[src/hdl/frlpm_pkg.sv]
// Shared types and constants for the flash ring log pointer manager.
`default_nettype none

package frlpm_pkg;

   // default geometry
   localparam int unsigned DEF_SECTOR_COUNT     = 4;
   localparam int unsigned DEF_SLOTS_PER_SECTOR = 12;
   localparam int unsigned DEF_SLOT_BYTES       = 320;
   localparam int unsigned DEF_SECTOR_BYTES     = 4096;
   localparam int unsigned DEF_FIRST_SECTOR     = 64;

   localparam int unsigned ADDR_W      = 24;
   localparam int unsigned COUNT_W     = 6;
   localparam int unsigned SECNUM_W    = 13;
   localparam int unsigned PROD_W      = 32;
   localparam int unsigned REQ_TDATA_W = 64;
   localparam int unsigned RSP_TDATA_W = 56;
   localparam int unsigned QUEUE_DEPTH = 2;

   localparam logic [15:0] MAX_LENGTH = 16'd1023;
   localparam logic [31:0] BLANK_TIME = 32'hFFFF_FFFF;

   typedef enum logic [2:0] {
      OP_APPEND     = 3'd0,
      OP_LOCATE     = 3'd1,
      OP_SCAN_BEGIN = 3'd2,
      OP_SCAN_SLOT  = 3'd3,
      OP_SCAN_END   = 3'd4
   } op_type;

   typedef enum logic [2:0] {
      RSP_OK            = 3'd0,
      RSP_REJECTED      = 3'd1,
      RSP_WRITE_FAILED  = 3'd2,
      RSP_NOT_FOUND     = 3'd3,
      RSP_SCAN_ACCEPTED = 3'd4
   } status_type;

   typedef enum logic [2:0] {
      CMD_NOP,
      CMD_APPEND,
      CMD_LOCATE,
      CMD_SCAN_BEGIN,
      CMD_SCAN_SLOT,
      CMD_SCAN_END
   } cmd_kind_type;

   typedef struct packed {
      cmd_kind_type kind;
      logic         len_ok;
      logic         write_ok;
      logic         slot_blank;
      logic         marked;
      logic [7:0]   back_index;
      logic [31:0]  slot_time;
   } cmd_type;

   typedef enum logic [1:0] {
      BK_IDLE,
      BK_DIVIDE,
      BK_FORM
   } bk_state_type;

endpackage

`default_nettype wire

[src/hdl/frlpm_front.sv]
// Front end: accepts request beats and decodes them into queue commands.
`default_nettype none

module frlpm_front (
   input  logic                                req_tvalid,
   output logic                                req_tready,
   // bits from 0: record_length[15:0], back_index[23:16], slot_time[55:24],
   // region_blank[56], header_verified[57], last_slot_marked[58], zero[63:59]
   input  logic [frlpm_pkg::REQ_TDATA_W-1:0]   req_tdata,
   // opcode[2:0]
   input  logic [2:0]                          req_tuser,
   output logic                                q_push,
   output frlpm_pkg::cmd_type                  q_cmd,
   input  logic                                q_full
);
   import frlpm_pkg::*;

   logic [15:0] record_length;
   logic        region_blank;
   logic        header_verified;

   assign record_length   = req_tdata[15:0];
   assign region_blank    = req_tdata[56];
   assign header_verified = req_tdata[57];

   assign req_tready = !q_full;
   assign q_push     = req_tvalid && !q_full;

   always_comb begin
      unique case (op_type'(req_tuser))
         OP_APPEND:     q_cmd.kind = CMD_APPEND;
         OP_LOCATE:     q_cmd.kind = CMD_LOCATE;
         OP_SCAN_BEGIN: q_cmd.kind = CMD_SCAN_BEGIN;
         OP_SCAN_SLOT:  q_cmd.kind = CMD_SCAN_SLOT;
         OP_SCAN_END:   q_cmd.kind = CMD_SCAN_END;
         default:       q_cmd.kind = CMD_NOP;
      endcase
      q_cmd.len_ok     = (record_length <= MAX_LENGTH);
      q_cmd.write_ok   = region_blank && header_verified;
      q_cmd.slot_blank = (req_tdata[55:24] == BLANK_TIME);
      q_cmd.marked     = req_tdata[58];
      q_cmd.back_index = req_tdata[23:16];
      q_cmd.slot_time  = req_tdata[55:24];
   end

endmodule

`default_nettype wire

[src/hdl/frlpm_queue.sv]
// Short command queue between the decode front and the execution back end.
`default_nettype none

module frlpm_queue (
   input  logic               clock,
   input  logic               reset,
   input  logic               push,
   input  frlpm_pkg::cmd_type push_cmd,
   output logic               full,
   input  logic               pop,
   output frlpm_pkg::cmd_type pop_cmd,
   output logic               empty
);
   import frlpm_pkg::*;

   localparam int unsigned QPTR_W = (QUEUE_DEPTH > 2) ? $clog2(QUEUE_DEPTH) : 1;
   localparam int unsigned QCNT_W = $clog2(QUEUE_DEPTH + 1);
   localparam logic [QPTR_W-1:0] PTR_LAST = QPTR_W'(QUEUE_DEPTH - 1);

   cmd_type             entry_ff [QUEUE_DEPTH];
   logic [QPTR_W-1:0]   wr_ptr_ff, wr_ptr_in;
   logic [QPTR_W-1:0]   rd_ptr_ff, rd_ptr_in;
   logic [QCNT_W-1:0]   count_ff, count_in;

   assign full    = (count_ff == QCNT_W'(QUEUE_DEPTH));
   assign empty   = (count_ff == '0);
   assign pop_cmd = entry_ff[rd_ptr_ff];

   always_comb begin
      wr_ptr_in = wr_ptr_ff;
      rd_ptr_in = rd_ptr_ff;
      count_in  = count_ff;
      if (push) begin
         wr_ptr_in = (wr_ptr_ff == PTR_LAST) ? '0 : wr_ptr_ff + 1'b1;
      end
      if (pop) begin
         rd_ptr_in = (rd_ptr_ff == PTR_LAST) ? '0 : rd_ptr_ff + 1'b1;
      end
      if (push && !pop) begin
         count_in = count_ff + 1'b1;
      end else if (pop && !push) begin
         count_in = count_ff - 1'b1;
      end
   end

   always_ff @(posedge clock) begin
      if (push) begin
         entry_ff[wr_ptr_ff] <= push_cmd;
      end
   end

   always_ff @(posedge clock) begin
      if (reset) begin
         wr_ptr_ff <= '0;
         rd_ptr_ff <= '0;
         count_ff  <= '0;
      end else begin
         wr_ptr_ff <= wr_ptr_in;
         rd_ptr_ff <= rd_ptr_in;
         count_ff  <= count_in;
      end
   end

endmodule

`default_nettype wire

[src/hdl/frlpm_back.sv]
// Back end: pointer state, command execution, slot divider and result register.
`default_nettype none

module frlpm_back #(
   parameter int unsigned SECTOR_COUNT     = frlpm_pkg::DEF_SECTOR_COUNT,
   parameter int unsigned SLOTS_PER_SECTOR = frlpm_pkg::DEF_SLOTS_PER_SECTOR,
   parameter int unsigned SLOT_BYTES       = frlpm_pkg::DEF_SLOT_BYTES,
   parameter int unsigned SECTOR_BYTES     = frlpm_pkg::DEF_SECTOR_BYTES,
   parameter int unsigned FIRST_SECTOR     = frlpm_pkg::DEF_FIRST_SECTOR
) (
   input  logic                              clock,
   input  logic                              reset,
   input  logic                              q_empty,
   input  frlpm_pkg::cmd_type                q_cmd,
   output logic                              q_pop,
   input  logic                              rsp_ready,
   output logic                              rsp_valid,
   output frlpm_pkg::status_type             rsp_status,
   output logic [frlpm_pkg::ADDR_W-1:0]      rsp_slot_address,
   output logic                              rsp_erase_request,
   output logic [frlpm_pkg::ADDR_W-1:0]      rsp_erase_address,
   output logic [frlpm_pkg::COUNT_W-1:0]     rsp_record_count,
   output logic                              rsp_wrapped
);
   import frlpm_pkg::*;

   localparam int unsigned TOTAL_SLOTS = SECTOR_COUNT * SLOTS_PER_SECTOR;
   localparam int unsigned SLOT_W      = $clog2(SLOTS_PER_SECTOR + 1);
   localparam int unsigned SEC_W       = $clog2(SECTOR_COUNT);
   localparam int unsigned SCAN_SEC_W  = $clog2(SECTOR_COUNT + 1);
   localparam int unsigned POS_W       = $clog2(TOTAL_SLOTS + 1);
   localparam int unsigned LW          = ((POS_W > 8) ? POS_W : 8) + 1;
   // reciprocal of the slot count, exact for every position up to TOTAL_SLOTS
   localparam int unsigned DIV_SHIFT   = POS_W + $clog2(SLOTS_PER_SECTOR);
   localparam int unsigned DIV_MUL     =
      (2 ** DIV_SHIFT + SLOTS_PER_SECTOR - 1) / SLOTS_PER_SECTOR;
   localparam int unsigned DPROD_W     = POS_W + DIV_SHIFT + 1;

   localparam logic [SLOT_W-1:0]     SPS_S    = SLOT_W'(SLOTS_PER_SECTOR);
   localparam logic [SEC_W-1:0]      LAST_SEC = SEC_W'(SECTOR_COUNT - 1);
   localparam logic [SCAN_SEC_W-1:0] SC_S     = SCAN_SEC_W'(SECTOR_COUNT);
   localparam logic [POS_W-1:0]      WRAP_BASE =
      POS_W'((SECTOR_COUNT - 1) * SLOTS_PER_SECTOR);

   bk_state_type state_ff, state_in;

   // pointer and recovery state
   logic [SLOT_W-1:0]     write_slot_ff, write_slot_in;
   logic [SEC_W-1:0]      write_sector_ff, write_sector_in;
   logic                  wrap_ff, wrap_in;
   logic [SLOT_W-1:0]     scan_slot_ff, scan_slot_in;
   logic [SCAN_SEC_W-1:0] scan_sector_ff, scan_sector_in;
   logic                  scan_stopped_ff, scan_stopped_in;
   logic [31:0]           newest_ff, newest_in;

   // pending result, turned into addresses in the form cycle
   // (a locate at the end of the last sector points one sector past it)
   status_type            res_status_ff, res_status_in;
   logic                  res_has_addr_ff, res_has_addr_in;
   logic [SCAN_SEC_W-1:0] res_sec_ff, res_sec_in;
   logic [SLOT_W-1:0]     res_slot_ff, res_slot_in;
   logic                  res_ereq_ff, res_ereq_in;
   logic [SEC_W-1:0]      res_esec_ff, res_esec_in;

   // locate target position, split into sector and slot in the divide cycle
   logic [POS_W-1:0]      rem_ff, rem_in;

   logic                  rsp_valid_ff, rsp_valid_in;
   status_type            rsp_status_ff;
   logic [ADDR_W-1:0]     rsp_addr_ff;
   logic                  rsp_ereq_ff;
   logic [ADDR_W-1:0]     rsp_eaddr_ff;
   logic [COUNT_W-1:0]    rsp_count_ff;
   logic                  rsp_wrapped_ff;

   logic                  exec;
   logic                  form;
   logic                  dividing;

   logic [LW-1:0]         pos_cur;
   logic [LW-1:0]         back_w;
   logic [LW-1:0]         loc_target;
   logic                  loc_miss;

   logic [SEC_W-1:0]      next_sec;
   logic [DPROD_W-1:0]    div_prod;
   logic [SCAN_SEC_W-1:0] div_sec;
   logic [POS_W-1:0]      div_slot;

   logic [PROD_W-1:0]     slot_prod;
   logic [PROD_W-1:0]     sec_prod;
   logic [PROD_W-1:0]     esec_prod;
   logic [PROD_W-1:0]     addr_sum;
   logic [POS_W-1:0]      count_full;

   // ---------------- control
   assign exec = (state_ff == BK_IDLE) && !q_empty && (!rsp_valid_ff || rsp_ready);

   always_comb begin
      state_in = state_ff;
      unique case (state_ff)
         BK_IDLE: begin
            if (exec) begin
               state_in = (q_cmd.kind == CMD_LOCATE && !loc_miss) ? BK_DIVIDE : BK_FORM;
            end
         end
         BK_DIVIDE: state_in = BK_FORM;
         BK_FORM: state_in = BK_IDLE;
         default: state_in = BK_IDLE;
      endcase
   end

   always_comb begin
      q_pop    = 1'b0;
      form     = 1'b0;
      dividing = 1'b0;
      unique case (state_ff)
         BK_IDLE:   q_pop    = exec;
         BK_DIVIDE: dividing = 1'b1;
         BK_FORM:   form     = 1'b1;
         default: begin
            q_pop = 1'b0;
         end
      endcase
   end

   // ---------------- locate position
   always_comb begin
      pos_cur  = LW'(write_sector_ff) * LW'(SLOTS_PER_SECTOR) + LW'(write_slot_ff);
      back_w   = LW'(q_cmd.back_index);
      loc_miss = (back_w >= LW'(TOTAL_SLOTS)) || ((back_w > pos_cur) && !wrap_ff);
      if (back_w > pos_cur) begin
         loc_target = pos_cur + LW'(TOTAL_SLOTS) - back_w;
      end else begin
         loc_target = pos_cur - back_w;
      end
   end

   assign next_sec = (write_sector_ff == LAST_SEC) ? '0 : write_sector_ff + 1'b1;
   assign div_prod = DPROD_W'(rem_ff) * DPROD_W'(DIV_MUL);
   assign div_sec  = SCAN_SEC_W'(div_prod >> DIV_SHIFT);
   assign div_slot = rem_ff - POS_W'(div_sec) * POS_W'(SLOTS_PER_SECTOR);

   // ---------------- execution
   always_comb begin
      write_slot_in   = write_slot_ff;
      write_sector_in = write_sector_ff;
      wrap_in         = wrap_ff;
      scan_slot_in    = scan_slot_ff;
      scan_sector_in  = scan_sector_ff;
      scan_stopped_in = scan_stopped_ff;
      newest_in       = newest_ff;
      res_status_in   = res_status_ff;
      res_has_addr_in = res_has_addr_ff;
      res_sec_in      = res_sec_ff;
      res_slot_in     = res_slot_ff;
      res_ereq_in     = res_ereq_ff;
      res_esec_in     = res_esec_ff;
      rem_in          = rem_ff;

      if (exec) begin
         res_status_in   = RSP_OK;
         res_has_addr_in = 1'b0;
         res_ereq_in     = 1'b0;
         case (q_cmd.kind)
            CMD_APPEND: begin
               if (!q_cmd.len_ok || write_slot_ff >= SPS_S) begin
                  res_status_in = RSP_REJECTED;
               end else begin
                  res_has_addr_in = 1'b1;
                  res_sec_in      = SCAN_SEC_W'(write_sector_ff);
                  res_slot_in     = write_slot_ff;
                  if (!q_cmd.write_ok) begin
                     // restart the sector from its first slot
                     write_slot_in = '0;
                     res_ereq_in   = 1'b1;
                     res_esec_in   = write_sector_ff;
                     res_status_in = RSP_WRITE_FAILED;
                  end else if (write_slot_ff + 1'b1 >= SPS_S) begin
                     write_slot_in   = '0;
                     write_sector_in = next_sec;
                     res_ereq_in     = 1'b1;
                     res_esec_in     = next_sec;
                     if (write_sector_ff == LAST_SEC) begin
                        wrap_in = 1'b1;
                     end
                  end else begin
                     write_slot_in = write_slot_ff + 1'b1;
                  end
               end
            end
            CMD_LOCATE: begin
               if (loc_miss) begin
                  res_status_in = RSP_NOT_FOUND;
               end else begin
                  res_has_addr_in = 1'b1;
                  rem_in          = POS_W'(loc_target);
               end
            end
            CMD_SCAN_BEGIN: begin
               write_slot_in   = '0;
               write_sector_in = '0;
               wrap_in         = 1'b0;
               scan_slot_in    = '0;
               scan_sector_in  = '0;
               scan_stopped_in = 1'b0;
               newest_in       = '0;
               res_status_in   = RSP_SCAN_ACCEPTED;
            end
            CMD_SCAN_SLOT: begin
               res_status_in = RSP_SCAN_ACCEPTED;
               if (scan_sector_ff < SC_S) begin
                  if (!scan_stopped_ff) begin
                     if (q_cmd.slot_blank) begin
                        scan_stopped_in = 1'b1;
                     end else if (q_cmd.slot_time > newest_ff) begin
                        newest_in       = q_cmd.slot_time;
                        write_slot_in   = scan_slot_ff + 1'b1;
                        write_sector_in = SEC_W'(scan_sector_ff);
                     end
                  end
                  if (scan_slot_ff + 1'b1 >= SPS_S) begin
                     scan_slot_in    = '0;
                     scan_sector_in  = scan_sector_ff + 1'b1;
                     scan_stopped_in = 1'b0;
                  end else begin
                     scan_slot_in = scan_slot_ff + 1'b1;
                  end
               end
            end
            CMD_SCAN_END: begin
               res_status_in = RSP_SCAN_ACCEPTED;
               if (write_slot_ff >= SPS_S) begin
                  write_slot_in   = '0;
                  write_sector_in = next_sec;
                  res_ereq_in     = 1'b1;
                  res_esec_in     = next_sec;
               end
               if (q_cmd.marked) begin
                  wrap_in = 1'b1;
               end
            end
            default: begin
               res_status_in = RSP_OK;
            end
         endcase
      end

      if (dividing) begin
         res_sec_in  = div_sec;
         res_slot_in = SLOT_W'(div_slot);
      end
   end

   // ---------------- result formation
   always_comb begin
      slot_prod  = PROD_W'(res_slot_ff) * PROD_W'(SLOT_BYTES);
      sec_prod   = PROD_W'(SECNUM_W'(FIRST_SECTOR) + SECNUM_W'(res_sec_ff))
                   * PROD_W'(SECTOR_BYTES);
      esec_prod  = PROD_W'(SECNUM_W'(FIRST_SECTOR) + SECNUM_W'(res_esec_ff))
                   * PROD_W'(SECTOR_BYTES);
      addr_sum   = sec_prod + slot_prod;
      if (wrap_ff) begin
         count_full = WRAP_BASE + POS_W'(write_slot_ff);
      end else begin
         count_full = POS_W'(write_sector_ff) * POS_W'(SLOTS_PER_SECTOR)
                      + POS_W'(write_slot_ff);
      end
   end

   always_comb begin
      rsp_valid_in = rsp_valid_ff;
      if (form) begin
         rsp_valid_in = 1'b1;
      end else if (rsp_ready) begin
         rsp_valid_in = 1'b0;
      end
   end

   always_ff @(posedge clock) begin
      if (form) begin
         rsp_status_ff  <= res_status_ff;
         rsp_addr_ff    <= res_has_addr_ff ? addr_sum[ADDR_W-1:0] : '0;
         rsp_ereq_ff    <= res_ereq_ff;
         rsp_eaddr_ff   <= res_ereq_ff ? esec_prod[ADDR_W-1:0] : '0;
         rsp_count_ff   <= COUNT_W'(count_full);
         rsp_wrapped_ff <= wrap_ff;
      end
   end

   always_ff @(posedge clock) begin
      res_status_ff   <= res_status_in;
      res_has_addr_ff <= res_has_addr_in;
      res_sec_ff      <= res_sec_in;
      res_slot_ff     <= res_slot_in;
      res_ereq_ff     <= res_ereq_in;
      res_esec_ff     <= res_esec_in;
      rem_ff          <= rem_in;
   end

   always_ff @(posedge clock) begin
      if (reset) begin
         state_ff        <= BK_IDLE;
         write_slot_ff   <= '0;
         write_sector_ff <= '0;
         wrap_ff         <= 1'b0;
         scan_slot_ff    <= '0;
         scan_sector_ff  <= '0;
         scan_stopped_ff <= 1'b0;
         newest_ff       <= '0;
         rsp_valid_ff    <= 1'b0;
      end else begin
         state_ff        <= state_in;
         write_slot_ff   <= write_slot_in;
         write_sector_ff <= write_sector_in;
         wrap_ff         <= wrap_in;
         scan_slot_ff    <= scan_slot_in;
         scan_sector_ff  <= scan_sector_in;
         scan_stopped_ff <= scan_stopped_in;
         newest_ff       <= newest_in;
         rsp_valid_ff    <= rsp_valid_in;
      end
   end

   assign rsp_valid         = rsp_valid_ff;
   assign rsp_status        = rsp_status_ff;
   assign rsp_slot_address  = rsp_addr_ff;
   assign rsp_erase_request = rsp_ereq_ff;
   assign rsp_erase_address = rsp_eaddr_ff;
   assign rsp_record_count  = rsp_count_ff;
   assign rsp_wrapped       = rsp_wrapped_ff;

   // ---------------- checks
   a_write_slot_range: assert property (@(posedge clock) disable iff (reset)
      write_slot_ff <= SPS_S)
      else $error("write slot beyond end of sector");

   a_write_sector_range: assert property (@(posedge clock) disable iff (reset)
      write_sector_ff <= LAST_SEC)
      else $error("write sector outside ring");

   a_scan_sector_range: assert property (@(posedge clock) disable iff (reset)
      scan_sector_ff <= SC_S)
      else $error("scan sector ran past end");

   a_rsp_from_form: assert property (@(posedge clock) disable iff (reset)
      $rose(rsp_valid_ff) |-> $past(state_ff == BK_FORM))
      else $error("result raised outside form cycle");

   a_div_remainder: assert property (@(posedge clock) disable iff (reset)
      (state_ff == BK_FORM && $past(state_ff == BK_DIVIDE))
      |-> (res_slot_ff < SPS_S))
      else $error("divider remainder not below slots per sector");

endmodule

`default_nettype wire

[src/hdl/flash_ring_log_pointer_manager_core.sv]
// Flow: a beat is written into the queue, then executed and formed into the result
// register by the back end; a locate that hits also passes the divide state to split
// its position into sector and slot. The back end finishes one command before the next
// and stalls on an unaccepted result; a two-entry queue decouples the request side.
// Reset: synchronous, active high; clears write and scan pointers, the wrap
// flag, the command queue and any pending result.
// Top level of the flash ring log pointer manager.
`default_nettype none

module flash_ring_log_pointer_manager_core #(
   parameter int unsigned SECTOR_COUNT     = frlpm_pkg::DEF_SECTOR_COUNT,
   parameter int unsigned SLOTS_PER_SECTOR = frlpm_pkg::DEF_SLOTS_PER_SECTOR,
   parameter int unsigned SLOT_BYTES       = frlpm_pkg::DEF_SLOT_BYTES,
   parameter int unsigned SECTOR_BYTES     = frlpm_pkg::DEF_SECTOR_BYTES,
   parameter int unsigned FIRST_SECTOR     = frlpm_pkg::DEF_FIRST_SECTOR
) (
   input  logic                              clock,
   input  logic                              reset,
   input  logic                              req_tvalid,
   output logic                              req_tready,
   // bits from 0: record_length[15:0], back_index[23:16], slot_time[55:24],
   // region_blank[56], header_verified[57], last_slot_marked[58], zero[63:59]
   input  logic [frlpm_pkg::REQ_TDATA_W-1:0] req_tdata,
   // opcode[2:0]
   input  logic [2:0]                        req_tuser,
   output logic                              rsp_tvalid,
   input  logic                              rsp_tready,
   // bits from 0: slot_address[23:0], erase_request[24], erase_address[48:25],
   // record_count[54:49], wrapped[55]
   output logic [frlpm_pkg::RSP_TDATA_W-1:0] rsp_tdata,
   // status[2:0]
   output logic [2:0]                        rsp_tuser
);
   import frlpm_pkg::*;

   logic               q_push;
   logic               q_full;
   logic               q_pop;
   logic               q_empty;
   cmd_type            push_cmd;
   cmd_type            pop_cmd;

   status_type         status;
   logic [ADDR_W-1:0]  slot_address;
   logic               erase_request;
   logic [ADDR_W-1:0]  erase_address;
   logic [COUNT_W-1:0] record_count;
   logic               wrapped;

   frlpm_front u_front (
      .req_tvalid (req_tvalid),
      .req_tready (req_tready),
      .req_tdata  (req_tdata),
      .req_tuser  (req_tuser),
      .q_push     (q_push),
      .q_cmd      (push_cmd),
      .q_full     (q_full)
   );

   frlpm_queue u_queue (
      .clock    (clock),
      .reset    (reset),
      .push     (q_push),
      .push_cmd (push_cmd),
      .full     (q_full),
      .pop      (q_pop),
      .pop_cmd  (pop_cmd),
      .empty    (q_empty)
   );

   frlpm_back #(
      .SECTOR_COUNT     (SECTOR_COUNT),
      .SLOTS_PER_SECTOR (SLOTS_PER_SECTOR),
      .SLOT_BYTES       (SLOT_BYTES),
      .SECTOR_BYTES     (SECTOR_BYTES),
      .FIRST_SECTOR     (FIRST_SECTOR)
   ) u_back (
      .clock             (clock),
      .reset             (reset),
      .q_empty           (q_empty),
      .q_cmd             (pop_cmd),
      .q_pop             (q_pop),
      .rsp_ready         (rsp_tready),
      .rsp_valid         (rsp_tvalid),
      .rsp_status        (status),
      .rsp_slot_address  (slot_address),
      .rsp_erase_request (erase_request),
      .rsp_erase_address (erase_address),
      .rsp_record_count  (record_count),
      .rsp_wrapped       (wrapped)
   );

   assign rsp_tdata = {wrapped, record_count, erase_address, erase_request, slot_address};
   assign rsp_tuser = status;

endmodule

`default_nettype wire
[config.mk]
export PLATFORM = sky130hd
export DESIGN_NAME = flash_ring_log_pointer_manager_core
export DESIGN_NICKNAME = d
export VERILOG_FILES = /design/src/hdl/frlpm_pkg.sv /design/src/hdl/frlpm_front.sv /design/src/hdl/frlpm_queue.sv /design/src/hdl/frlpm_back.sv /design/src/hdl/flash_ring_log_pointer_manager_core.sv
export SDC_FILE = /design/constraint.sdc
export NUM_CORES = 1
export LEC_CHECK = 0
export ABC_CLOCK_PERIOD_IN_PS = 9350
export CELL_PAD_IN_SITES_DETAIL_PLACEMENT = 0
export CELL_PAD_IN_SITES_GLOBAL_PLACEMENT = 2
export CORE_MARGIN = 1.5
export CORE_UTILIZATION = 46
export CTS_CLUSTER_DIAMETER = 200
export DETAILED_ROUTE_END_ITERATION = 8
export DONT_BUFFER_PORTS = 1
export PLACE_DENSITY = 0.84
export SLEW_MARGIN = 20
export SYNTH_ARGS = -nofsm -noshare
export SYNTH_HDL_FRONTEND = slang
export SYNTH_SLANG_ARGS = --single-unit
[constraint.sdc]
create_clock -name clock -period 9.35 [get_ports clock]
set_input_delay 0.935 -clock clock [delete_from_list [all_inputs] [get_ports clock]]
set_output_delay 0.935 -clock clock [all_outputs]
set_load 0.005 [all_outputs]
==> reports/qor.txt, run 1 <==
===============================================================================================
Run status                                                                         finished, final reports clean
Final worst-path cycle share                                                              55.9%
RSZ-0062 raised after global routing                                                      false
Quantity of gates resized following cts                                                       0
# diodes                                                                                      0
Clock Skews                                                                           0.0136 ns
Critical path type                                                                 flip-flop to flip-flop
Areal power density over the cells                                                   254 nW/µm²
NumNets Final                                                                              1091
Top-count cell post-synth                                                              edfxtp_1
Cell types with the largest area share after synthesis                             edfxtp_1 (40%), ha_1 (11%), dfxtp_1 (10%), mux2_2 (4.4%), inv_1 (2.9%)
Max-cap viol count                                                                            0
Insertion delay to the later sink of the worst-skew pair                                0.44 ns
Worst-path cell chain                                                              ha_1 -> ha_1 -> inv_1 -> fa_1 -> inv_1 -> ha_1 -> and3_1 -> a31o_2 -> a2111oi_1 -> o21ba_2 -> xnor2_1 -> ha_1 -> xor2_1 -> nand2_1 -> a21oi_1 -> a31oi_1 -> a32oi_1 -> nor4_1
Sum of net half-perimeters after detailed placement                                    14000 µm
Slew at the pin with the worst max-slew slack                                          0.818 ns
Dominant cell type by area after synthesis                                             edfxtp_1
Overall fraction of global-route tracks in use                                            17.3%
WP data required                                                                        9.53 ns
Slowest stage cell, crit path                                                         a2111oi_1
Worst reg2reg path startpoint                                                      u_back.rem_ff[3]$_DFFE_PP_
WHS Path Cells                                                                                0
Total global routing overflow                                                                 0
Final design instance area without fill                                               11300 µm²
IO buf count                                                                                  0
Post-synthesis instance area                                                          10600 µm²
Fraction of layout instances using a drive strength above 1                               11.4%
First-pass GRT wire length                                                             32000 µm
Worst-path fanout max                                                                         8
Headroom to the max-slew limit                                                            45.4%
Number of buffers created by CTS                                                             17
Switching power summed over all nets                                                    1.01 mW
Async set-or-reset flop fraction in the synthesized netlist                                  0%
Floorplan die width                                                                      154 µm
Critical path's top delay family                                                   compound AO/OA/AOI/OAI gates
CP Capture Type                                                                       flip-flop
Count of boundary I/O pins                                                                  132
Cell count after synthesis                                                                  928
Sequential share of power                                                                 40.9%
Sw frac                                                                                   35.3%
Avg WL per Cell                                                                         16.0 µm
Via total after detailed routing                                                           6473
Number of nets still failing antenna checks after routing                                     0
Worst reg-to-reg path cell count                                                             18
Min-Delay Startpoint                                                               u_back.res_status_ff[1]$_DFFE_PP_
Routed via count divided by cell count                                                     5.32
Buffer count from post-CTS setup fixing                                                       0
Clock period minus worst slack                                                          5.22 ns
Count of unique library cells instantiated by Yosys                                          66
Via count of the first global-routing pass                                                 6233
Clock tree from TritonCTS                                                                   yes
Classification of the worst-slack hold path                                        flip-flop to flip-flop
VDD IR max                                                                             0.130 mV
Top_reg_cell synth                                                                     edfxtp_1
Data arrival time of the critical path                                                  5.40 ns
#FFs+latches synth                                                                          194
Met1 Resource Use GR                                                                      20.9%
Fraction of met2 tracks used by global routing                                            31.0%
Sum Neg Setup Slack                                                                        0 ns
Combinational power share                                                                 33.5%
Total wire length                                                                      19500 µm
Core area                                                                             22600 µm²
Final setup fails                                                                             0
Die Ht                                                                                   154 µm
Busiest metal layer after global routing                                                   met2
Most numerous cell types in the synthesized netlist                                edfxtp_1 (139), ha_1 (90), inv_1 (82)
Lkg Pwr                                                                                 4.19 nW
Clock input transition at the sequential cells of the worst setup and hold paths        0.07 ns
Count of buffering cells on the critical path with inverters included                         2
Fraction of power consumed by the clock network                                           25.5%
DR iter-0 viols                                                                             383
Pint                                                                                    1.85 mW
Most frequent CP cell                                                                      ha_1
Delay of the slowest cell on the worst path                                             0.64 ns
Critical path launch point type                                                       flip-flop
Sequential area share after synthesis                                                     50.0%
Layout area overhead                                                                      6.97%
Area of the die                                                                       23900 µm²
CTS root buf                                                                          clkbuf_16
Drt drc                                                                                       0
Antenna violations before repair                                                              0
Fraction of met3 tracks used by global routing                                            3.36%
Post-synth top area share                                                                 39.5%
Final number of hold-violating endpoints                                                      0
Routability-driven placement congestion ratio                                             0.824
Max Clk Rate                                                                            191 MHz
Longest Clk Path Bufs                                                                         2
Number of core rows                                                                          55
CTS H-tree depth                                                                              4
Count of flip-flops with a built-in enable after synthesis                                  139
Clock sink total                                                                            194
End of the worst register-to-register path                                         u_back.res_slot_ff[3]$_DFFE_PP_
Post-Syn Area per Cell                                                                 11.4 µm²
CTS Hold Bufs                                                                                 0
Largest net degree at the start of global routing                                            68
Number of iterations in the first detailed-routing pass                                       4
Effective utilization at floorplan                                                        46.8%
Yosys warns                                                                                   0
Hold Path End                                                                      u_back.rsp_status[1]$_DFFE_PP_
Pins over their slew limit                                                                    0
Post-DP Area                                                                          10700 µm²
Setup slack of the worst register-to-register path                                      4.13 ns
===============================================================================================
## flip-flops by register name, indices dropped and copies added (netlist names), 2 cells and up, named ones only
signal	flops
u_back.state_ff	2
u_back.rsp_slot_address	11
u_back.scan_slot_ff	4
u_back.rem_ff	6
u_queue.entry_ff	94
u_back.scan_sector_ff	3
u_queue.count_ff	2
u_back.rsp_erase_address	3
u_back.write_sector_ff	2
u_back.rsp_record_count	6
u_back.res_sec_ff	3
u_back.res_esec_ff	2
u_back.write_slot_ff	4
u_back.rsp_status	3
u_back.newest_ff	32
u_back.res_status_ff	3
u_back.res_slot_ff	4
## cell usage in the layout (no fill, tap or decap), types with 11 or more instances in the layout
cell type | Yosys | final
dfxtp_1 | 55 | 54
a31o_1 | 28 | 28
nand2_1 | 71 | 71
inv_1 | 82 | 81
o21ai_0 | 25 | 25
mux2i_1 | 16 | 16
nor3_1 | 42 | 42
nand4_1 | 22 | 22
ha_1 | 90 | 90
mux2_2 | 41 | 41
nor2_1 | 42 | 40
conb_1 | 1 | 34
edfxtp_1 | 139 | 139
xor2_1 | 11 | 11
fa_1 | 11 | 11
xnor2_1 | 14 | 14
clkbuf_16 | 0 | 17
and2_1 | 15 | 15
a21oi_1 | 44 | 44
## power by group through the flow
stage | clock (mW) | combinational, mW | sequential (mW)
floorplan | 0 | 0.796 | 1.17
global placement | 0 | 0.976 | 1.19
detailed placement | 0 | 0.973 | 1.19
CTS | 0.748 | 0.980 | 1.17
global route | 0.779 | 1.10 | 1.19
finish | 0.731 | 0.960 | 1.17
## stage by stage
stage	utilization (%)	total power [mW]	hold WS, ns	setup WS, ns	instances
2_1_floorplan	-	1.97	0.400	4.73	961
3_3_place_gp	47.3	2.17	0.409	4.10	1185
3_5_place_dp	47.3	2.17	0.405	4.10	1185
4_1_cts	50.0	2.90	0.422	4.10	1217
5_1_grt	50.0	3.07	0.426	3.64	1217
6_report	50.0	2.86	0.420	4.13	1217
## worst reg2reg max path: cells and delay by family, from the launching register on
kind                     cells  cell delay (ns)
AND/OR/NAND/NOR              3             0.43
AO/OA/AOI/OAI                6             1.72
adder cells (fa/ha/maj)      5             1.62
buffers and inverters        2             0.09
XOR/XNOR                     2             0.62
flip-flops                   1             0.49
## layer usage
layer | vias to the layer above | share of wire [%]
li1 | 3269 | -
met1 | 3057 | 44
met2 | 130 | 51
met3 | 17 | 3.0
met4 | 0 | 1.1
met5 | - | 0
## worst max path at each step
stage	start	endpoint	slack, ns	cells after the start
floorplan	u_back.rem_ff[3]$_DFFE_PP_	u_back.res_slot_ff[3]$_DFFE_PP_	4.73	18
detailed placement	u_back.rem_ff[3]$_DFFE_PP_	u_back.res_slot_ff[3]$_DFFE_PP_	4.10	18
global route	u_back.rem_ff[3]$_DFFE_PP_	u_back.res_slot_ff[3]$_DFFE_PP_	3.64	17
CTS	u_back.rem_ff[3]$_DFFE_PP_	u_back.res_slot_ff[3]$_DFFE_PP_	4.10	18
global placement	u_back.rem_ff[3]$_DFFE_PP_	u_back.res_slot_ff[3]$_DFFE_PP_	4.10	18
finish	u_back.rem_ff[3]$_DFFE_PP_	u_back.res_slot_ff[3]$_DFFE_PP_	4.13	18
## layout make-up
| cell class | count | area, µm² |
|---|---|---|
| timing repair buffer | 7 | 52.6 |
| inverter | 82 | 308 |
| multi-input combinational | 617 | 4680 |
| fill | 2042 | 11300 |
| sequential | 194 | 5280 |
| clock buffer | 17 | 425 |
| tap | 285 | 357 |
| clock inverter | 15 | 190 |
## cells by family (layout without fill, tap and decap cells)
| kind of cell | after synthesis | after routing | share of synthesized area (%) |
|---|---|---|---|
| muxes | 60 | 60 | 6.39 |
| DFF | 194 | 194 | 50.0 |
| xor gates and xnor gates | 25 | 25 | 2.07 |
| buffers and inverters | 150 | 121 | 7.02 |
| AOI/OAI and AO/OA | 152 | 152 | 10.1 |
| and+or+nand+nor | 245 | 245 | 11.7 |
| adders and majority gates | 101 | 101 | 12.8 |
| other | 1 | 34 | 0.0355 |
Note: power is estimated with default switching activity, not from simulation.
==> run 2, diff against run 1 <==
- ABC_CLOCK_PERIOD_IN_PS: 9350 -> 5300
- CORE_UTILIZATION: 46 -> 43
- PLACE_DENSITY: 0.84 -> 0.8
- clock period: 9.35 -> 5.3 ns (I/O delays scaled with it)
==> run 2 against run 1 <==
  * Sequential power is 80% higher
  * Design area is 0.94% higher
  * Clock skew is 0.0023 ns higher
  * Global-route usage is 0.75 points lower
==> reports/qor.txt, run 2 (synthesis results as in run 1) <==
===============================================================================================
Run status                                                                         finished, final reports clean
Clock Skews                                                                           0.0159 ns
Drt drc                                                                                       0
Largest net degree at the start of global routing                                            48
Worst-path fanout max                                                                         6
Number of core rows                                                                          57
# diodes                                                                                      0
Post-DP Area                                                                          10800 µm²
Register bank with the most flops                                                  u_queue.entry_ff
Via total after detailed routing                                                           6609
Sum of net half-perimeters after detailed placement                                    14700 µm
Effective utilization at floorplan                                                        43.7%
Fraction of power consumed by the clock network                                           25.7%
Data arrival time of the critical path                                                  4.99 ns
Core area                                                                             24200 µm²
Longest Clk Path Bufs                                                                         2
Min-Delay Startpoint                                                                      reset
Fraction of layout instances using a drive strength above 1                               11.8%
Antenna violations before repair                                                              0
Most frequent cells in the layout                                                  edfxtp_1 (139), ha_1 (90), inv_1 (81)
Total global routing overflow                                                                 0
Number of buffers created by CTS                                                             17
Sw frac                                                                                   35.4%
Avg WL per Cell                                                                         16.2 µm
Routability-driven placement congestion ratio                                             0.782
CTS H-tree depth                                                                              4
Buffer count from post-CTS setup fixing                                                       0
Switching power summed over all nets                                                    1.83 mW
End of the worst register-to-register path                                         u_back.res_slot_ff[3]$_DFFE_PP_
WHS Path Cells                                                                                1
Final design instance area without fill                                               11400 µm²
Clock sink total                                                                            194
Final number of hold-violating endpoints                                                      0
WP data required                                                                        5.55 ns
Floorplan die width                                                                      160 µm
CTS root buf                                                                          clkbuf_16
Number of nets still failing antenna checks after routing                                     0
Sum Neg Setup Slack                                                                        0 ns
Most frequent standard cell in the layout excluding fill and tap cells                 edfxtp_1
First-pass GRT wire length                                                             33100 µm
CP Capture Type                                                                       flip-flop
Worst reg2reg path startpoint                                                      u_back.rem_ff[4]$_DFFE_PP_
Die Ht                                                                                   160 µm
RSZ-0062 raised after global routing                                                      false
Number of iterations in the first detailed-routing pass                                       5
Overall fraction of global-route tracks in use                                            16.5%
Max Clk Rate                                                                            211 MHz
NumNets Final                                                                              1096
Final worst-path cycle share                                                              89.4%
Flip-flop count of the largest register after layout                                         94
IO buf count                                                                                  0
Max-cap viol count                                                                            0
Routed via count divided by cell count                                                     5.24
Clock tree from TritonCTS                                                                   yes
Headroom to the max-slew limit                                                            53.6%
VDD IR max                                                                             0.221 mV
Clock input transition at the sequential cells of the worst setup and hold paths        0.08 ns
Hold Path End                                                                      u_back.scan_slot_ff[0]$_SDFFE_PP0P_
Total wire length                                                                      20400 µm
Critical path type                                                                 flip-flop to flip-flop
Combinational power share                                                                 33.5%
CTS Hold Bufs                                                                                 0
Final standard cell utilization of the core                                               47.1%
Areal power density over the cells                                                   453 nW/µm²
Final setup fails                                                                             0
Slew at the pin with the worst max-slew slack                                          0.693 ns
Pins over their slew limit                                                                    0
Sequential share of power                                                                 40.8%
Lkg Pwr                                                                                 4.22 nW
Clock period minus worst slack                                                          4.74 ns
Area of the die                                                                       25500 µm²
Classification of the worst-slack hold path                                        primary input to flip-flop
Via count of the first global-routing pass                                                 6461
Setup slack of the worst register-to-register path                                      0.56 ns
Pint                                                                                    3.33 mW
Quantity of gates resized following cts                                                       0
DR iter-0 viols                                                                             371
Critical path launch point type                                                       flip-flop
Count of boundary I/O pins                                                                  132
Worst reg-to-reg path cell count                                                             19
Layout area overhead                                                                      7.98%
Insertion delay to the later sink of the worst-skew pair                                0.44 ns
===============================================================================================
-- run 2: metrics by stage --
| step | setup slack, ns | total power [mW] | hold slack [ns] | cells |
|---|---|---|---|---|
| floorplan | 0.684 | 3.47 | 0.400 | 961 |
| global placement | 0.591 | 3.88 | 0.405 | 1229 |
| detailed placement | 0.532 | 3.88 | 0.408 | 1229 |
| CTS | 0.506 | 5.22 | 0.149 | 1261 |
| global route | 0.256 | 5.51 | 0.130 | 1261 |
| finish | 0.562 | 5.16 | 0.158 | 1261 |
-- run 2: worst max-delay path by stage --
stage | start | endpoint | cells after the start
2_1_floorplan | u_back.rem_ff[3]$_DFFE_PP_ | u_back.res_slot_ff[3]$_DFFE_PP_ | 18
3_3_place_gp | u_back.rem_ff[4]$_DFFE_PP_ | u_back.res_slot_ff[3]$_DFFE_PP_ | 19
3_5_place_dp | u_back.rem_ff[4]$_DFFE_PP_ | u_back.res_slot_ff[3]$_DFFE_PP_ | 19
4_1_cts | u_back.rem_ff[4]$_DFFE_PP_ | u_back.res_slot_ff[3]$_DFFE_PP_ | 19
5_1_grt | u_back.rem_ff[4]$_DFFE_PP_ | u_back.res_slot_ff[3]$_DFFE_PP_ | 19
6_report | u_back.rem_ff[4]$_DFFE_PP_ | u_back.res_slot_ff[3]$_DFFE_PP_ | 19
-- run 2: metal layers --
| layer | wire [µm] | track usage [%] | up-vias |
|---|---|---|---|
| li1 | - | - | 3279 |
| met1 | 9310 | 20.9 | 3189 |
| met2 | 10200 | 28.6 | 121 |
| met3 | 684 | 3.66 | 20 |
| met4 | 250 | 4.29 | 0 |
| met5 | 0 | 0 | - |
-- run 2: layout make-up --
class | instances | area, µm²
Clock buffer | 17 | 425
Clock inverter | 15 | 185
Fill cell | 2270 | 12800
Inverter | 82 | 308
Multi-Input combinational cell | 617 | 4680
Sequential cell | 194 | 5280
Tap cell | 324 | 405
Timing Repair Buffer | 12 | 115
-- run 2: power groups by stage --
| stage | Clock (mW) | Combinational [mW] | Sequential, mW |
|---|---|---|---|
| final | 1.33 | 1.73 | 2.11 |
| after global routing | 1.42 | 1.95 | 2.14 |
| after CTS | 1.36 | 1.74 | 2.11 |
| after detailed placement | 0 | 1.73 | 2.15 |
| after global placement | 0 | 1.74 | 2.14 |
| after floorplan | 0 | 1.40 | 2.06 |
-- run 2: worst max-delay path, stage by stage, from the launching register on --
cell and delay [ns]:
edfxtp_1 0.47, ha_1 0.32, ha_1 0.28, inv_1 0.05
fa_1 0.53, inv_1 0.04, ha_1 0.27, and3_1 0.18
a31o_2 0.24, a2111oi_1 0.40, buf_4 0.20, o21ba_2 0.23
xnor2_1 0.16, ha_1 0.19, xor2_1 0.22, buf_4 0.18
nand3_1 0.07, a31oi_1 0.17, a32oi_1 0.12, nor4_1 0.25
==> run 3, diff against run 2 <==
- ABC_CLOCK_PERIOD_IN_PS: 5300 -> 6150
- CORE_UTILIZATION: 43 -> 46
- PLACE_DENSITY: 0.8 -> 0.84
- clock period: 5.3 -> 6.15 ns (I/O delays scaled with it)
==> run 3 against run 2 <==
  * Global-route usage rose by 0.82 points
  * Cell count fell by 3.3%
  * Clock power fell by 17%
  * Sequential share of layout area rose by 0.42 points
  * Critical path type unchanged
  * Hold slack improved by 0.087 ns
  * Combinational power fell by 17%
  * Largest power group unchanged
  * Core utilization rose by 2.9 points
  * Setup slack improved by 0.33 ns
  * Largest cell class unchanged
  * Fmax fell by 9.9%
  * Critical path depth fell by 1
  * Wire length fell by 3.9%
==> reports/qor.txt, run 3 (synthesis results as in run 1) <==
===============================================================================================
Classification of the worst-slack hold path                                        primary input to flip-flop
Routability-driven placement congestion ratio                                             0.812
Longest Clk Path Bufs                                                                         2
Overall fraction of global-route tracks in use                                            17.3%
RSZ-0062 raised after global routing                                                      false
DR iter-0 viols                                                                             296
IO buf count                                                                                  0
CTS H-tree depth                                                                              4
Drt drc                                                                                       0
CTS root buf                                                                          clkbuf_16
Areal power density over the cells                                                   387 nW/µm²
Routed via count divided by cell count                                                     5.28
Area of the die                                                                       23900 µm²
Count of boundary I/O pins                                                                  132
Total wire length                                                                      19600 µm
Critical path launch point type                                                       flip-flop
Headroom to the max-slew limit                                                            38.3%
Hold Path End                                                                      u_back.scan_slot_ff[2]$_SDFFE_PP0P_
Die Ht                                                                                   154 µm
Worst-path fanout max                                                                         8
Largest net degree at the start of global routing                                            48
Number of nets still failing antenna checks after routing                                     0
Clock Skews                                                                           0.0117 ns
Floorplan die width                                                                      154 µm
Clock sink total                                                                            194
Lkg Pwr                                                                                 4.20 nW
Worst reg2reg path startpoint                                                      u_back.rem_ff[3]$_DFFE_PP_
Final number of hold-violating endpoints                                                      0
Total global routing overflow                                                                 0
Number of buffers created by CTS                                                             17
Most frequent standard cell in the layout excluding fill and tap cells                 edfxtp_1
Setup slack of the worst register-to-register path                                      0.89 ns
Fraction of layout instances using a drive strength above 1                               11.6%
VDD IR max                                                                             0.165 mV
Clock tree from TritonCTS                                                                   yes
# diodes                                                                                      0
Flip-flop count of the largest register after layout                                         94
CTS Hold Bufs                                                                                 0
Number of core rows                                                                          55
Buffer count from post-CTS setup fixing                                                       0
CP Capture Type                                                                       flip-flop
WHS Path Cells                                                                                1
Quantity of gates resized following cts                                                       0
Critical path type                                                                 flip-flop to flip-flop
Number of iterations in the first detailed-routing pass                                       5
Slew at the pin with the worst max-slew slack                                          0.922 ns
Insertion delay to the later sink of the worst-skew pair                                0.44 ns
NumNets Final                                                                              1093
WP data required                                                                        6.33 ns
Max Clk Rate                                                                            190 MHz
Min-Delay Startpoint                                                                      reset
Avg WL per Cell                                                                         16.1 µm
End of the worst register-to-register path                                         u_back.res_slot_ff[3]$_DFFE_PP_
Pins over their slew limit                                                                    0
Clock period minus worst slack                                                          5.26 ns
Data arrival time of the critical path                                                  5.44 ns
First-pass GRT wire length                                                             32200 µm
Effective utilization at floorplan                                                        46.8%
Via total after detailed routing                                                           6441
Max-cap viol count                                                                            0
Clock input transition at the sequential cells of the worst setup and hold paths        0.08 ns
Total power                                                                             4.37 mW
Core area                                                                             22600 µm²
Run status                                                                         finished, final reports clean
Final worst-path cycle share                                                              85.5%
Sum of net half-perimeters after detailed placement                                    14100 µm
Worst reg-to-reg path cell count                                                             18
Sum Neg Setup Slack                                                                        0 ns
Antenna violations before repair                                                              0
Most frequent cells in the layout                                                  edfxtp_1 (139), ha_1 (90), inv_1 (81)
Final setup fails                                                                             0
Layout area overhead                                                                      7.02%
Register bank with the most flops                                                  u_queue.entry_ff
Fill cell instance count of the final layout                                               2063
Via count of the first global-routing pass                                                 6379
===============================================================================================
run 3: cell types whose count changed in the layout (fill, tap and decap cells not counted), sizes merged:
| cell | previous run | this run |
|---|---|---|
| clkinv | 6 | 7 |
| inv | 89 | 90 |
| buf | 12 | 9 |
| clkinvlp | 1 | 0 |
| bufinv | 1 | 0 |
run 3: layer usage:
| metal | global-route usage [%] | wire [µm] | up-vias |
|---|---|---|---|
| li1 | - | - | 3276 |
| met1 | 21.3 | 8860 | 3027 |
| met2 | 30.6 | 9870 | 118 |
| met3 | 3.61 | 587 | 20 |
| met4 | 5.17 | 300 | 0 |
| met5 | 0 | 0 | - |
run 3: worst max path at each step:
stage / startpoint / endpoint / depth (start not counted)
after floorplan: u_back.rem_ff[3]$_DFFE_PP_ / u_back.res_slot_ff[3]$_DFFE_PP_ / 18
after global placement: u_back.rem_ff[3]$_DFFE_PP_ / u_back.res_slot_ff[3]$_DFFE_PP_ / 18
after detailed placement: u_back.rem_ff[3]$_DFFE_PP_ / u_back.res_slot_ff[3]$_DFFE_PP_ / 18
after CTS: u_back.rem_ff[3]$_DFFE_PP_ / u_back.res_slot_ff[3]$_DFFE_PP_ / 18
after global routing: u_back.rem_ff[3]$_DFFE_PP_ / u_back.res_slot_ff[3]$_DFFE_PP_ / 18
final: u_back.rem_ff[3]$_DFFE_PP_ / u_back.res_slot_ff[3]$_DFFE_PP_ / 18
run 3: cell type report:
cell class / count / area (µm²) / area share, %
Clock buffer: 17 / 425 / 3.77
Clock inverter: 15 / 180 / 1.59
Inverter: 82 / 308 / 2.72
Multi-Input combinational cell: 617 / 4680 / 41.5
Sequential cell: 194 / 5280 / 46.7
Tap cell: 285 / 357 / 3.16
Timing Repair Buffer: 9 / 67.6 / 0.598
run 3: metrics by stage:
| stage | util [%] | cell area [µm²] | hold slack [ns] | std cells | worst slack [ns] |
|---|---|---|---|---|---|
| final | 50.0 | 11300 | 0.244 | 1219 | 0.890 |
| after global routing | 50.0 | 11300 | 0.215 | 1219 | 0.520 |
| after CTS | 50.0 | 11300 | 0.223 | 1219 | 0.897 |
| after detailed placement | 47.3 | 10700 | 0.410 | 1187 | 0.898 |
| after global placement | 47.3 | 10700 | 0.409 | 1187 | 0.924 |
| after floorplan | - | 10700 | 0.400 | 961 | 1.53 |
run 3: worst max-delay path: stages, from the launching register on:
cell       delay, ns
edfxtp_1        0.52
ha_1            0.35
ha_1            0.28
inv_1           0.05
fa_1            0.53
inv_1           0.04
ha_1            0.27
and3_1          0.17
a31o_2          0.23
a2111oi_1       0.68
o21ba_2         0.35
xnor2_1         0.17
ha_1            0.19
xor2_1          0.43
nand2_1         0.18
a21oi_1         0.16
a31oi_1         0.09
a32oi_1         0.23
nor4_1          0.08
run 3: power by group:
group          internal (mW)  total, mW  leakage, nW  switching [mW]
Sequential              1.68       1.81         1.75           0.132
Combinational          0.588       1.44         2.16           0.850
Clock                  0.554       1.11        0.296           0.561
